File: src/design/khr_pkg.sv
package khr_pkg;

  // Default sizes
  localparam int unsigned USAGE_SLOTS_DEF = 4;
  localparam int unsigned MAP_ENTRIES_DEF = 246;
  localparam int unsigned REPORT_SLOTS    = 4;

  // Event codes
  localparam logic [4:0] EV_KEY      = 5'd1;
  localparam logic [1:0] VAL_RELEASE = 2'd0;
  localparam logic [1:0] VAL_PRESS   = 2'd1;

  // Modifier key codes
  localparam logic [9:0] KC_LCTRL  = 10'd29;
  localparam logic [9:0] KC_LSHIFT = 10'd42;
  localparam logic [9:0] KC_LALT   = 10'd56;
  localparam logic [9:0] KC_LGUI   = 10'd125;
  localparam logic [9:0] KC_RCTRL  = 10'd97;
  localparam logic [9:0] KC_RSHIFT = 10'd54;
  localparam logic [9:0] KC_RALT   = 10'd100;
  localparam logic [9:0] KC_RGUI   = 10'd126;

  // Command broadcast to every slot cell
  typedef struct packed {
    logic       press;
    logic       release_key;
    logic [7:0] usage;
  } khr_cmd_t;

  // Chain signals handed from one cell to the next
  typedef struct packed {
    logic hit;    // usage matched in an earlier cell
    logic empty;  // an earlier cell is empty
  } khr_chain_t;

  // One report word
  typedef struct packed {
    logic       tail_bytes;
    logic [7:0] usage_slot_d;
    logic [7:0] usage_slot_c;
    logic [7:0] usage_slot_b;
    logic [7:0] usage_slot_a;
    logic       reserved_byte;
    logic [7:0] modifier_bits;
  } khr_report_t;

  function automatic logic [7:0] modifier_mask(input logic [9:0] code);
    logic [7:0] m;
    m = 8'h00;
    case (code)
      KC_LCTRL:  m = 8'h10;
      KC_LSHIFT: m = 8'h20;
      KC_LALT:   m = 8'h40;
      KC_LGUI:   m = 8'h80;
      KC_RCTRL:  m = 8'h01;
      KC_RSHIFT: m = 8'h02;
      KC_RALT:   m = 8'h04;
      KC_RGUI:   m = 8'h08;
      default:   m = 8'h00;
    endcase
    return m;
  endfunction

  // Key code to HID usage; codes past the last listed one map to zero
  function automatic logic [7:0] usage_rom(input logic [7:0] code);
    logic [7:0] u;
    u = 8'h00;
    case (code)
      8'd1:  u = 8'h29;  8'd2:  u = 8'h1e;  8'd3:  u = 8'h1f;  8'd4:  u = 8'h20;
      8'd5:  u = 8'h21;  8'd6:  u = 8'h22;  8'd7:  u = 8'h23;  8'd8:  u = 8'h24;
      8'd9:  u = 8'h25;  8'd10: u = 8'h26;  8'd11: u = 8'h27;  8'd12: u = 8'h2d;
      8'd13: u = 8'h2e;  8'd14: u = 8'h2a;  8'd15: u = 8'h2b;  8'd16: u = 8'h14;
      8'd17: u = 8'h1a;  8'd18: u = 8'h08;  8'd19: u = 8'h15;  8'd20: u = 8'h17;
      8'd21: u = 8'h1c;  8'd22: u = 8'h18;  8'd23: u = 8'h0c;  8'd24: u = 8'h12;
      8'd25: u = 8'h13;  8'd26: u = 8'h2f;  8'd27: u = 8'h30;  8'd28: u = 8'h28;
      8'd30: u = 8'h04;  8'd31: u = 8'h16;  8'd32: u = 8'h07;  8'd33: u = 8'h09;
      8'd34: u = 8'h0a;  8'd35: u = 8'h0b;  8'd36: u = 8'h0d;  8'd37: u = 8'h0e;
      8'd38: u = 8'h0f;  8'd39: u = 8'h33;  8'd40: u = 8'h34;  8'd43: u = 8'h31;
      8'd44: u = 8'h1d;  8'd45: u = 8'h1b;  8'd46: u = 8'h06;  8'd47: u = 8'h19;
      8'd48: u = 8'h05;  8'd49: u = 8'h11;  8'd50: u = 8'h10;  8'd51: u = 8'h36;
      8'd52: u = 8'h37;  8'd53: u = 8'h38;  8'd57: u = 8'h2c;  8'd58: u = 8'h39;
      8'd59: u = 8'h3a;  8'd60: u = 8'h3b;  8'd61: u = 8'h3c;  8'd62: u = 8'h3d;
      8'd63: u = 8'h3e;  8'd64: u = 8'h3f;  8'd65: u = 8'h40;  8'd66: u = 8'h41;
      8'd67: u = 8'h42;  8'd68: u = 8'h43;
      default: u = 8'h00;
    endcase
    return u;
  endfunction

endpackage

File: src/design/khr_cell.sv
module khr_cell (
  input  logic                clk_i,
  input  logic                rst_ni,
  input  khr_pkg::khr_cmd_t   cmd_i,
  input  khr_pkg::khr_chain_t chain_i,
  output khr_pkg::khr_chain_t chain_o,
  input  logic [7:0]          right_i,   // held usage of the next cell
  output logic [7:0]          slot_q_o,
  output logic [7:0]          slot_d_o
);
  import khr_pkg::*;

  logic [7:0] slot_q, slot_d;
  logic       is_empty, is_match;

  assign is_empty = (slot_q == 8'h00);
  assign is_match = !is_empty && (slot_q == cmd_i.usage);

  // Pass match and empty flags down the row
  assign chain_o.hit   = chain_i.hit || is_match;
  assign chain_o.empty = chain_i.empty || is_empty;

  // Press fills the first empty cell unless held earlier; release shifts left from the match
  always_comb begin
    slot_d = slot_q;
    if (cmd_i.press && is_empty && !chain_i.empty && !chain_i.hit) begin
      slot_d = cmd_i.usage;
    end else if (cmd_i.release_key && (chain_i.hit || is_match)) begin
      slot_d = right_i;
    end
  end

  always_ff @(posedge clk_i or negedge rst_ni) begin
    if (!rst_ni) begin
      slot_q <= 8'h00;
    end else begin
      slot_q <= slot_d;
    end
  end

  assign slot_q_o = slot_q;
  assign slot_d_o = slot_d;

endmodule

File: src/design/key_event_to_hid_report.sv
// Key event to USB boot-keyboard report builder. Each input word carries one
// input event: its type on tuser, its code and value on tdata. A key press or
// release of a code below MAP_ENTRIES updates the modifier byte or the held-key
// list and emits one 48-bit report word; other events emit nothing. Held keys
// live in a row of USAGE_SLOTS cells that pass match/empty flags along the row,
// so a press lands in the first free slot and a release shifts the later slots
// left in the same cycle. One event is taken every clock while the output buffer
// has room; each report is registered into that buffer as its event is taken.
// The buffer holds two words, so input continues while one report waits;
// input stalls only when both words are full.
module key_event_to_hid_report #(
  parameter int unsigned USAGE_SLOTS = khr_pkg::USAGE_SLOTS_DEF,
  parameter int unsigned MAP_ENTRIES = khr_pkg::MAP_ENTRIES_DEF
) (
  input  logic        clk_i,
  input  logic        rst_ni,
  input  logic        s_axis_tvalid,
  output logic        s_axis_tready,
  // [9:0] event_code, [11:10] event_value, [15:12] zero
  input  logic [15:0] s_axis_tdata,
  // [4:0] event_type
  input  logic [4:0]  s_axis_tuser,
  output logic        m_axis_tvalid,
  input  logic        m_axis_tready,
  // [7:0] modifier_bits, [8] reserved_byte, [16:9] usage_slot_a,
  // [24:17] usage_slot_b, [32:25] usage_slot_c, [40:33] usage_slot_d,
  // [41] tail_bytes, [47:42] zero
  output logic [47:0] m_axis_tdata
);
  import khr_pkg::*;

  logic [4:0] event_type;
  logic [9:0] event_code;
  logic [1:0] event_value;
  logic       accept, key_evt, is_press, is_mod;
  logic [7:0] mask, usage;
  logic [7:0] mod_q, mod_d;
  khr_cmd_t   cmd;

  assign event_type  = s_axis_tuser;
  assign event_code  = s_axis_tdata[9:0];
  assign event_value = s_axis_tdata[11:10];

  // Decode
  assign accept   = s_axis_tvalid && s_axis_tready;
  assign is_press = (event_value == VAL_PRESS);
  assign key_evt  = accept && (event_type == EV_KEY) && (event_code < 10'(MAP_ENTRIES))
                    && (is_press || (event_value == VAL_RELEASE));
  assign mask     = modifier_mask(event_code);
  assign usage    = usage_rom(event_code[7:0]);
  assign is_mod   = (mask != 8'h00);

  assign cmd.usage       = usage;
  assign cmd.press       = key_evt && !is_mod && is_press && (usage != 8'h00);
  assign cmd.release_key = key_evt && !is_mod && !is_press && (usage != 8'h00);

  // Modifier byte
  always_comb begin
    mod_d = mod_q;
    if (key_evt && is_mod) begin
      mod_d = is_press ? (mod_q | mask) : (mod_q & ~mask);
    end
  end

  always_ff @(posedge clk_i or negedge rst_ni) begin
    if (!rst_ni) begin
      mod_q <= 8'h00;
    end else begin
      mod_q <= mod_d;
    end
  end

  // Row of slot cells
  khr_chain_t chain [USAGE_SLOTS+1];
  logic [7:0] slot_q [USAGE_SLOTS];
  logic [7:0] slot_d [USAGE_SLOTS];

  assign chain[0].hit   = 1'b0;
  assign chain[0].empty = 1'b0;

  for (genvar i = 0; i < USAGE_SLOTS; i++) begin : g_cell
    logic [7:0] right;
    if (i == USAGE_SLOTS - 1) begin : g_last
      assign right = 8'h00;
    end else begin : g_mid
      assign right = slot_q[i+1];
    end
    khr_cell u_cell (
      .clk_i    (clk_i),
      .rst_ni   (rst_ni),
      .cmd_i    (cmd),
      .chain_i  (chain[i]),
      .chain_o  (chain[i+1]),
      .right_i  (right),
      .slot_q_o (slot_q[i]),
      .slot_d_o (slot_d[i])
    );
  end

  // Assemble the report from the updated state
  logic [7:0]  rpt_slot [REPORT_SLOTS];
  khr_report_t rpt;

  for (genvar k = 0; k < REPORT_SLOTS; k++) begin : g_rpt
    if (k < USAGE_SLOTS) begin : g_have
      assign rpt_slot[k] = slot_d[k];
    end else begin : g_none
      assign rpt_slot[k] = 8'h00;
    end
  end

  assign rpt.modifier_bits = mod_d;
  assign rpt.reserved_byte = 1'b0;
  assign rpt.usage_slot_a  = rpt_slot[0];
  assign rpt.usage_slot_b  = rpt_slot[1];
  assign rpt.usage_slot_c  = rpt_slot[2];
  assign rpt.usage_slot_d  = rpt_slot[3];
  assign rpt.tail_bytes    = 1'b0;

  // Two-word output buffer, head in entry 0
  khr_report_t buf_q [2];
  khr_report_t buf_d [2];
  logic [1:0]  cnt_q, cnt_d, wr_pos;
  logic        push, pop;

  assign push = key_evt;
  assign pop  = m_axis_tvalid && m_axis_tready;

  always_comb begin
    buf_d[0] = buf_q[0];
    buf_d[1] = buf_q[1];
    if (pop) begin
      buf_d[0] = buf_q[1];
    end
    wr_pos = cnt_q - {1'b0, pop};
    if (push) begin
      buf_d[wr_pos[0]] = rpt;
    end
    cnt_d = cnt_q + {1'b0, push} - {1'b0, pop};
  end

  always_ff @(posedge clk_i or negedge rst_ni) begin
    if (!rst_ni) begin
      cnt_q <= 2'd0;
    end else begin
      cnt_q <= cnt_d;
    end
  end

  always_ff @(posedge clk_i) begin
    buf_q[0] <= buf_d[0];
    buf_q[1] <= buf_d[1];
  end

  assign s_axis_tready = (cnt_q != 2'd2);
  assign m_axis_tvalid = (cnt_q != 2'd0);
  assign m_axis_tdata  = {6'b0, buf_q[0]};

endmodule

File: config.mk
export PLATFORM = sky130hd
export DESIGN_NAME = key_event_to_hid_report
export DESIGN_NICKNAME = d
export VERILOG_FILES = /design/src/design/khr_pkg.sv /design/src/design/khr_cell.sv /design/src/design/key_event_to_hid_report.sv
export SDC_FILE = /design/constraint.sdc
export NUM_CORES = 1
export LEC_CHECK = 0
export ABC_AREA = 1
export BUFFER_PORTS_ARGS = -buffer_cell sky130_fd_sc_hd__buf_2
export CORE_MARGIN = 2
export CORE_UTILIZATION = 55
export CTS_CLUSTER_SIZE = 12
export DETAILED_ROUTE_END_ITERATION = 8
export GPL_TIMING_DRIVEN = 1
export HOLD_SLACK_MARGIN = 0.06
export PLACE_DENSITY = 0.79
export REMOVE_ABC_BUFFERS = 1
export SLEW_MARGIN = 20
export SYNTH_ARGS = -nofsm -noshare
export SYNTH_HDL_FRONTEND = slang
export SYNTH_SLANG_ARGS = --single-unit
File: constraint.sdc
create_clock -name clk_i -period 4.4 [get_ports clk_i]
set_input_delay 0.44 -clock clk_i [delete_from_list [all_inputs] [get_ports clk_i]]
set_output_delay 0.44 -clock clk_i [all_outputs]
set_load 0.01 [all_outputs]
# After elaboration in Yosys (flattened, before gate mapping)
# Memories as Yosys holds them, arrays and structs flattened.
# Cells that the tools add are included.
word_totals:
  register_bits: 42
  mem_bits_rw: 84
  romBits: 896
  inputBits: 25
  out_inout_bits: 50
  word_cells: 105
  n_memories: 2
mem_list:
  columns: ["name", "words", "width", "rd", "rd_ports_with_merged_regs", "write_ports", "line", "source"]
  rows:
  - ["(name not given)", 128, 7, 1, 0, 0, "khr_pkg.sv:68", "case (code)"]
  - ["buf_q", 2, 42, 2, 0, 2, "key_event_to_hid_report.sv:121", "khr_report_t buf_q [2];"]
op_classes:
  add_sub_neg: 3
  magnitude_cmp: 3
  eq_ne: 15
  n_mux: 17
  n_bitwise: 4
  reduce_logical: 55
ops:
  columns: ["op", "count"]
  rows:
  - ["two-way mux 8 bit", 11]
  - ["bitwise mux 84 bit", 1]
  - ["two-way mux 42 bit", 2]
  - ["two-way mux 84 bit", 1]
  - ["one-hot mux 8 bit (8 select lines)", 1]
  - ["demux 42 bit (select 1 bit)", 1]
  - ["== test 10 x 7 -> 1 bit (second input constant)", 4]
  - ["== test 8 bit", 4]
  - ["logical NOT 8 bit", 4]
  - ["== test 10 x 6 -> 1 bit (second input constant)", 3]
  - ["logical AND 1 bit", 30]
  - ["nonzero test 8 bit", 2]
  - ["logical NOT 1 bit", 11]
  - ["== test 10 x 5 -> 1 bit (second input constant)", 1]
  - ["less-than comparator 10 x 8 -> 1 bit (second input constant)", 1]
  - ["bitwise AND 8 bit", 1]
  - ["NOT 8 bit", 1]
  - ["OR 8 bit", 1]
  - ["logical OR 1 bit", 6]
  - ["== test 5 x 1 -> 1 bit (second input constant)", 1]
  - ["adder 2 x 1 -> 2 bit", 1]
  - ["== test 2 x 1 -> 1 bit (second input constant)", 1]
  - ["greater-or-equal comparator 2 bit (second input constant)", 1]
  - ["logical NOT 2 bit", 1]
  - ["other kinds (6)", 6]

# Longest topological paths before layout
logic_depth:
  ltp_word: 14
  ltp_mapped: 24
  ltp_nobuf: 22

# By module
# From an unflattened synthesis, not the netlist that was laid out.
hier_totals:
  cells_unflattened: 997
  area_unflattened_um2: 7414.6
by_module_without_submodules:
  columns: ["module", "instances", "cells_per_inst", "area_each_um2", "seq_area_each_um2"]
  rows:
  - ["key_event_to_hid_report", 1, 645, 5057.4, 2352.3]
  - ["khr_cell", 4, 88, 589.3, 200.2]

# Worst setup path after synthesis
# Ideal clock, no wire load.
synth_timing:
  path_kind: "flip-flop to flip-flop"
  from: "reg cnt_q[1]"
  to: "reg cnt_q[1]"
  setup_ns: 0.134
  arrival_time_ns: 2.885
  path_slack_ns: 1.381
  path_stages_with_launch: 11
  path_buffers: 1
  path_cell_list: "dfrtp_1 -> inv_1 -> nand2_1 -> nand2_1 -> clkinv_1 -> clkbuf_1 -> ha_1 -> inv_1 -> ha_1 -> xnor2_1 -> xor2_1"
synth_between:
  word_cells_on_any_way: 9
synth_rtl:
  columns: ["element", "line", "source"]
  rows:
  - ["from (decl)", "key_event_to_hid_report.sv:123", "logic [1:0] cnt_q, cnt_d, wr_pos;"]
  - ["from (signal assigned)", "key_event_to_hid_report.sv:146", "cnt_q <= cnt_d;"]
  - ["nonzero test 2 bit", "key_event_to_hid_report.sv:156", "assign m_axis_tvalid = (cnt_q != 2'd0);"]
  - ["net m_axis_tvalid", "key_event_to_hid_report.sv:23", "output logic m_axis_tvalid,"]
  - ["logical AND 1 bit", "key_event_to_hid_report.sv:127", "assign pop = m_axis_tvalid && m_axis_tready;"]
  - ["subtractor 2 x 1 -> 2 bit", "key_event_to_hid_report.sv:139", "cnt_d = cnt_q + {1'b0, push} - {1'b0, pop};"]
  - ["net cnt_d[1]", "key_event_to_hid_report.sv:123", null]
# The timed path passes the listed nets, and every way through them passes these cells.

==> impl_metrics.json <==
{
  "htree_levels": 4,
  "vias": 6756,
  "synth-seq-area-share": 0.415,
  "layout-drive-gt1-share": 0.141,
  "power.leakage_uw": 0.00423,
  "io_buffers": 64,
  "synth_edf_count": 42,
  "min_path_type": "reg2reg",
  "grt_start_max_net_pins": 44,
  "worstPathRequired_ps": 4770,
  "rr_startpoint": "cnt_q[1]",
  "vias_per_cell": 5.34,
  "max_freq_ghz": 0.296,
  "fp.dieH_um": 121,
  "synth_area_um2": 7590,
  "wirelength_um": 18700,
  "tns_ps": 0,
  "start_util": 0.569,
  "die_w_um": 121,
  "fp.dieArea_um2": 14800,
  "dp_cells": 1232,
  "boundaryPins": 75,
  "syn_to_final_growth_pct": 8.55,
  "rsz0062_at_grt": "no",
  "post-place-ws_ps": 744,
  "layout_worst_path_cycle_share": 0.768,
  "hold_end": "buf_q[0][2]",
  "cp-start-kind": "primary input",
  "drt_first_pass_iters": 6,
  "crit_top_cell": "nand2_1",
  "cts_tree": "done",
  "run_status": "completed",
  "async_flop_share": 0.333,
  "cpMaxStageDelayCell": "nor2_1",
  "track_usage": 0.270,
  "rows": 42,
  "dp_hpwl_um": 12900,
  "cts_buffers": 17,
  "cts-root-buf": "clkbuf_16",
  "clkLatencyLatePin_ps": 420,
  "postCtsSetupRepairBufs": 0,
  "grt_pass1_wl_um": 31000,
  "stdcell_area_um2": 8240,
  "drtAntennaViolNets": 0,
  "cp_cell_sequence": "buf_2, inv_1, ha_1, nand2_1, nand2_1, nand3_1, nand2_1, nand2_1, nor2_1, nand2_1, nand2_2, nand2_1, nand2_1, nor2_1, nand3b_1, inv_2, nor2_1, nand4_1, nand3_1, nand2_1, inv_1",
  "drtIter0Drc": 682,
  "critPathMaxStageDelay_ps": 510,
  "clk_pin_slew_ps": 60,
  "yosys_most_used_dff": "edfxtp_1",
  "dpl_cell_area_um2": 7670,
  "ys_ff_latch": 126,
  "ys_types": 41,
  "end_kind": "register",
  "relSlewSlack": 0.367,
  "cp_max_fo": 12,
  "crit_family": "simple AND/OR/NAND/NOR gates",
  "drv_slew": 0,
  "crit_arrival_ps": 3750,
  "syn_inst": 1057,
  "grt-ovfl-total": 0,
  "worstHoldStart": "buf_q[0][2]",
  "gp_congestion": 0.976,
  "clock_path_buffers": 2,
  "yosys_warnings": 0,
  "core_um2": 13300,
  "netlist.area_leader.share": 0.179,
  "hold_viol": 0,
  "rr_worst_depth": 9,
  "ys_top_cells_by_area": "nand2_1 (18%), edfxtp_1 (17%), dfrtp_1 (14%)",
  "antenna_found_initial": 0,
  "r2r_setup_slack_ps": 1460,
  "peakVddDrop_uv": 284,
  "n_antenna_cell": 0,
  "grt_pass1_vias": 6244,
  "synth_top_area_cell": "nand2_1",
  "instances_no_fill": 1265,
  "wire_per_inst_um": 14.8,
  "post-route-min-period_ps": 3380,
  "nNetsFinal": 1111,
  "clock_skew_ps": 5.62,
  "hold_depth": 2,
  "fin_ws_ps": 1020,
  "syn_area_per_cell_um2": 7.18,
  "drcViolationCount": 0,
  "tightestPinTransition_ps": 950,
  "cap_viol_max_count": 0,
  "crit_type": "in2reg",
  "p_per_area_nw_per_um2": 394,
  "finalSetupViolCount": 0,
  "numClockSinks": 126,
  "critical_path_buf_inv_count": 4
}
-- worst register-to-register path, stage by stage, from the launching register on --
cell	delay, ps
dfrtp_1	340
inv_1	70
nand2_1	100
nand2_1	80
clkinv_1	50
buf_4	390
ha_1	360
inv_1	110
ha_2	820
buf_4	330
-- synth_stat cells (6+ instances only) --
| cell type | count |
|---|---|
| nand2_1 | 363 |
| nand3_1 | 168 |
| inv_1 | 106 |
| nor2_1 | 74 |
| buf_4 | 51 |
| dfrtp_1 | 42 |
| dfxtp_1 | 42 |
| edfxtp_1 | 42 |
| nand4_1 | 24 |
| clkbuf_1 | 16 |
| o21ai_2 | 15 |
| o21ai_0 | 13 |
| inv_2 | 11 |
| ha_1 | 10 |
| nand2_2 | 9 |
| a21oi_1 | 7 |
| buf_6 | 6 |
| o21a_1 | 6 |
-- placed cells by master, fill, tap and decap left out, types with 4 or more instances in the layout --
cell / instances
dfrtp_1: 42
buf_4: 6
conb_1: 6
o21ai_1: 4
edfxtp_1: 42
clkinv_1: 4
buf_2: 63
nand4_1: 24
o21ai_2: 15
a21oi_1: 7
o21a_1: 6
clkbuf_16: 17
inv_1: 106
ha_1: 9
xor2_1: 5
dfxtp_1: 42
nor2_2: 5
nand3_1: 168
nand2_1: 363
nor2_1: 74
o21ai_0: 13
inv_2: 11
nor3_1: 5
nor4_1: 5
clkinv_4: 4
nand2_2: 9
-- metrics by stage --
step           power (uW)  hold WS [ps]  utilization
2_1_floorplan        1720           144            -
3_3_place_gp         1930           448        0.575
3_5_place_dp         1940           452        0.575
4_1_cts              3260           211        0.616
5_1_grt              3410           506        0.617
6_report             3250           481        0.617
-- worst max-delay path by stage --
stage	startpoint	end	cells after the start
detailed placement	s_axis_tdata[1]	buf_q[0][28]	19
CTS	s_axis_tdata[1]	buf_q[0][30]	19
global route	s_axis_tdata[1]	buf_q[0][30]	21
floorplan	cnt_q[1]	buf_q[0][0]	10
finish	s_axis_tdata[1]	buf_q[0][30]	21
global placement	s_axis_tdata[1]	buf_q[0][27]	19
-- routing by layer --
layer	track usage	part of all wire
met5	0	0
met4	0.0905	0.019
met3	0.0616	0.067
met2	0.403	0.45
met1	0.387	0.47
-- final cells by class --
| cell class | instances | area (um^2) |
|---|---|---|
| Clock buffer | 18 | 439 |
| Clock inverter | 14 | 119 |
| Multi-Input combinational cell | 741 | 3490 |
| Fill cell | 1233 | 5110 |
| Timing Repair Buffer | 70 | 370 |
| Inverter | 120 | 453 |
| Sequential cell | 126 | 3150 |
| Tap cell | 176 | 220 |
-- logic make-up after synthesis --
logic type | synth area share
XOR/XNOR | 0.00692
adder cells (fa/ha/maj) | 0.0165
other | 0.000494
buffers and inverters | 0.128
flip-flops | 0.415
AO/OA/AOI/OAI | 0.0473
AND/OR/NAND/NOR | 0.385
-- power breakdown --
| group | internal, uW | switching (uW) | total (uW) |
|---|---|---|---|
| clock | 787 | 536 | 1320 |
| combinational | 199 | 387 | 586 |
| sequential | 1300 | 40.2 | 1340 |
| total | 2290 | 964 | 3250 |
-- what timing repair did --
item	4_1_cts	5_1_grt
hold buffers	0	1
resized for setup	0	0
endpoints found under the hold margin	0	22
Power figures use the tool's default switching activity.
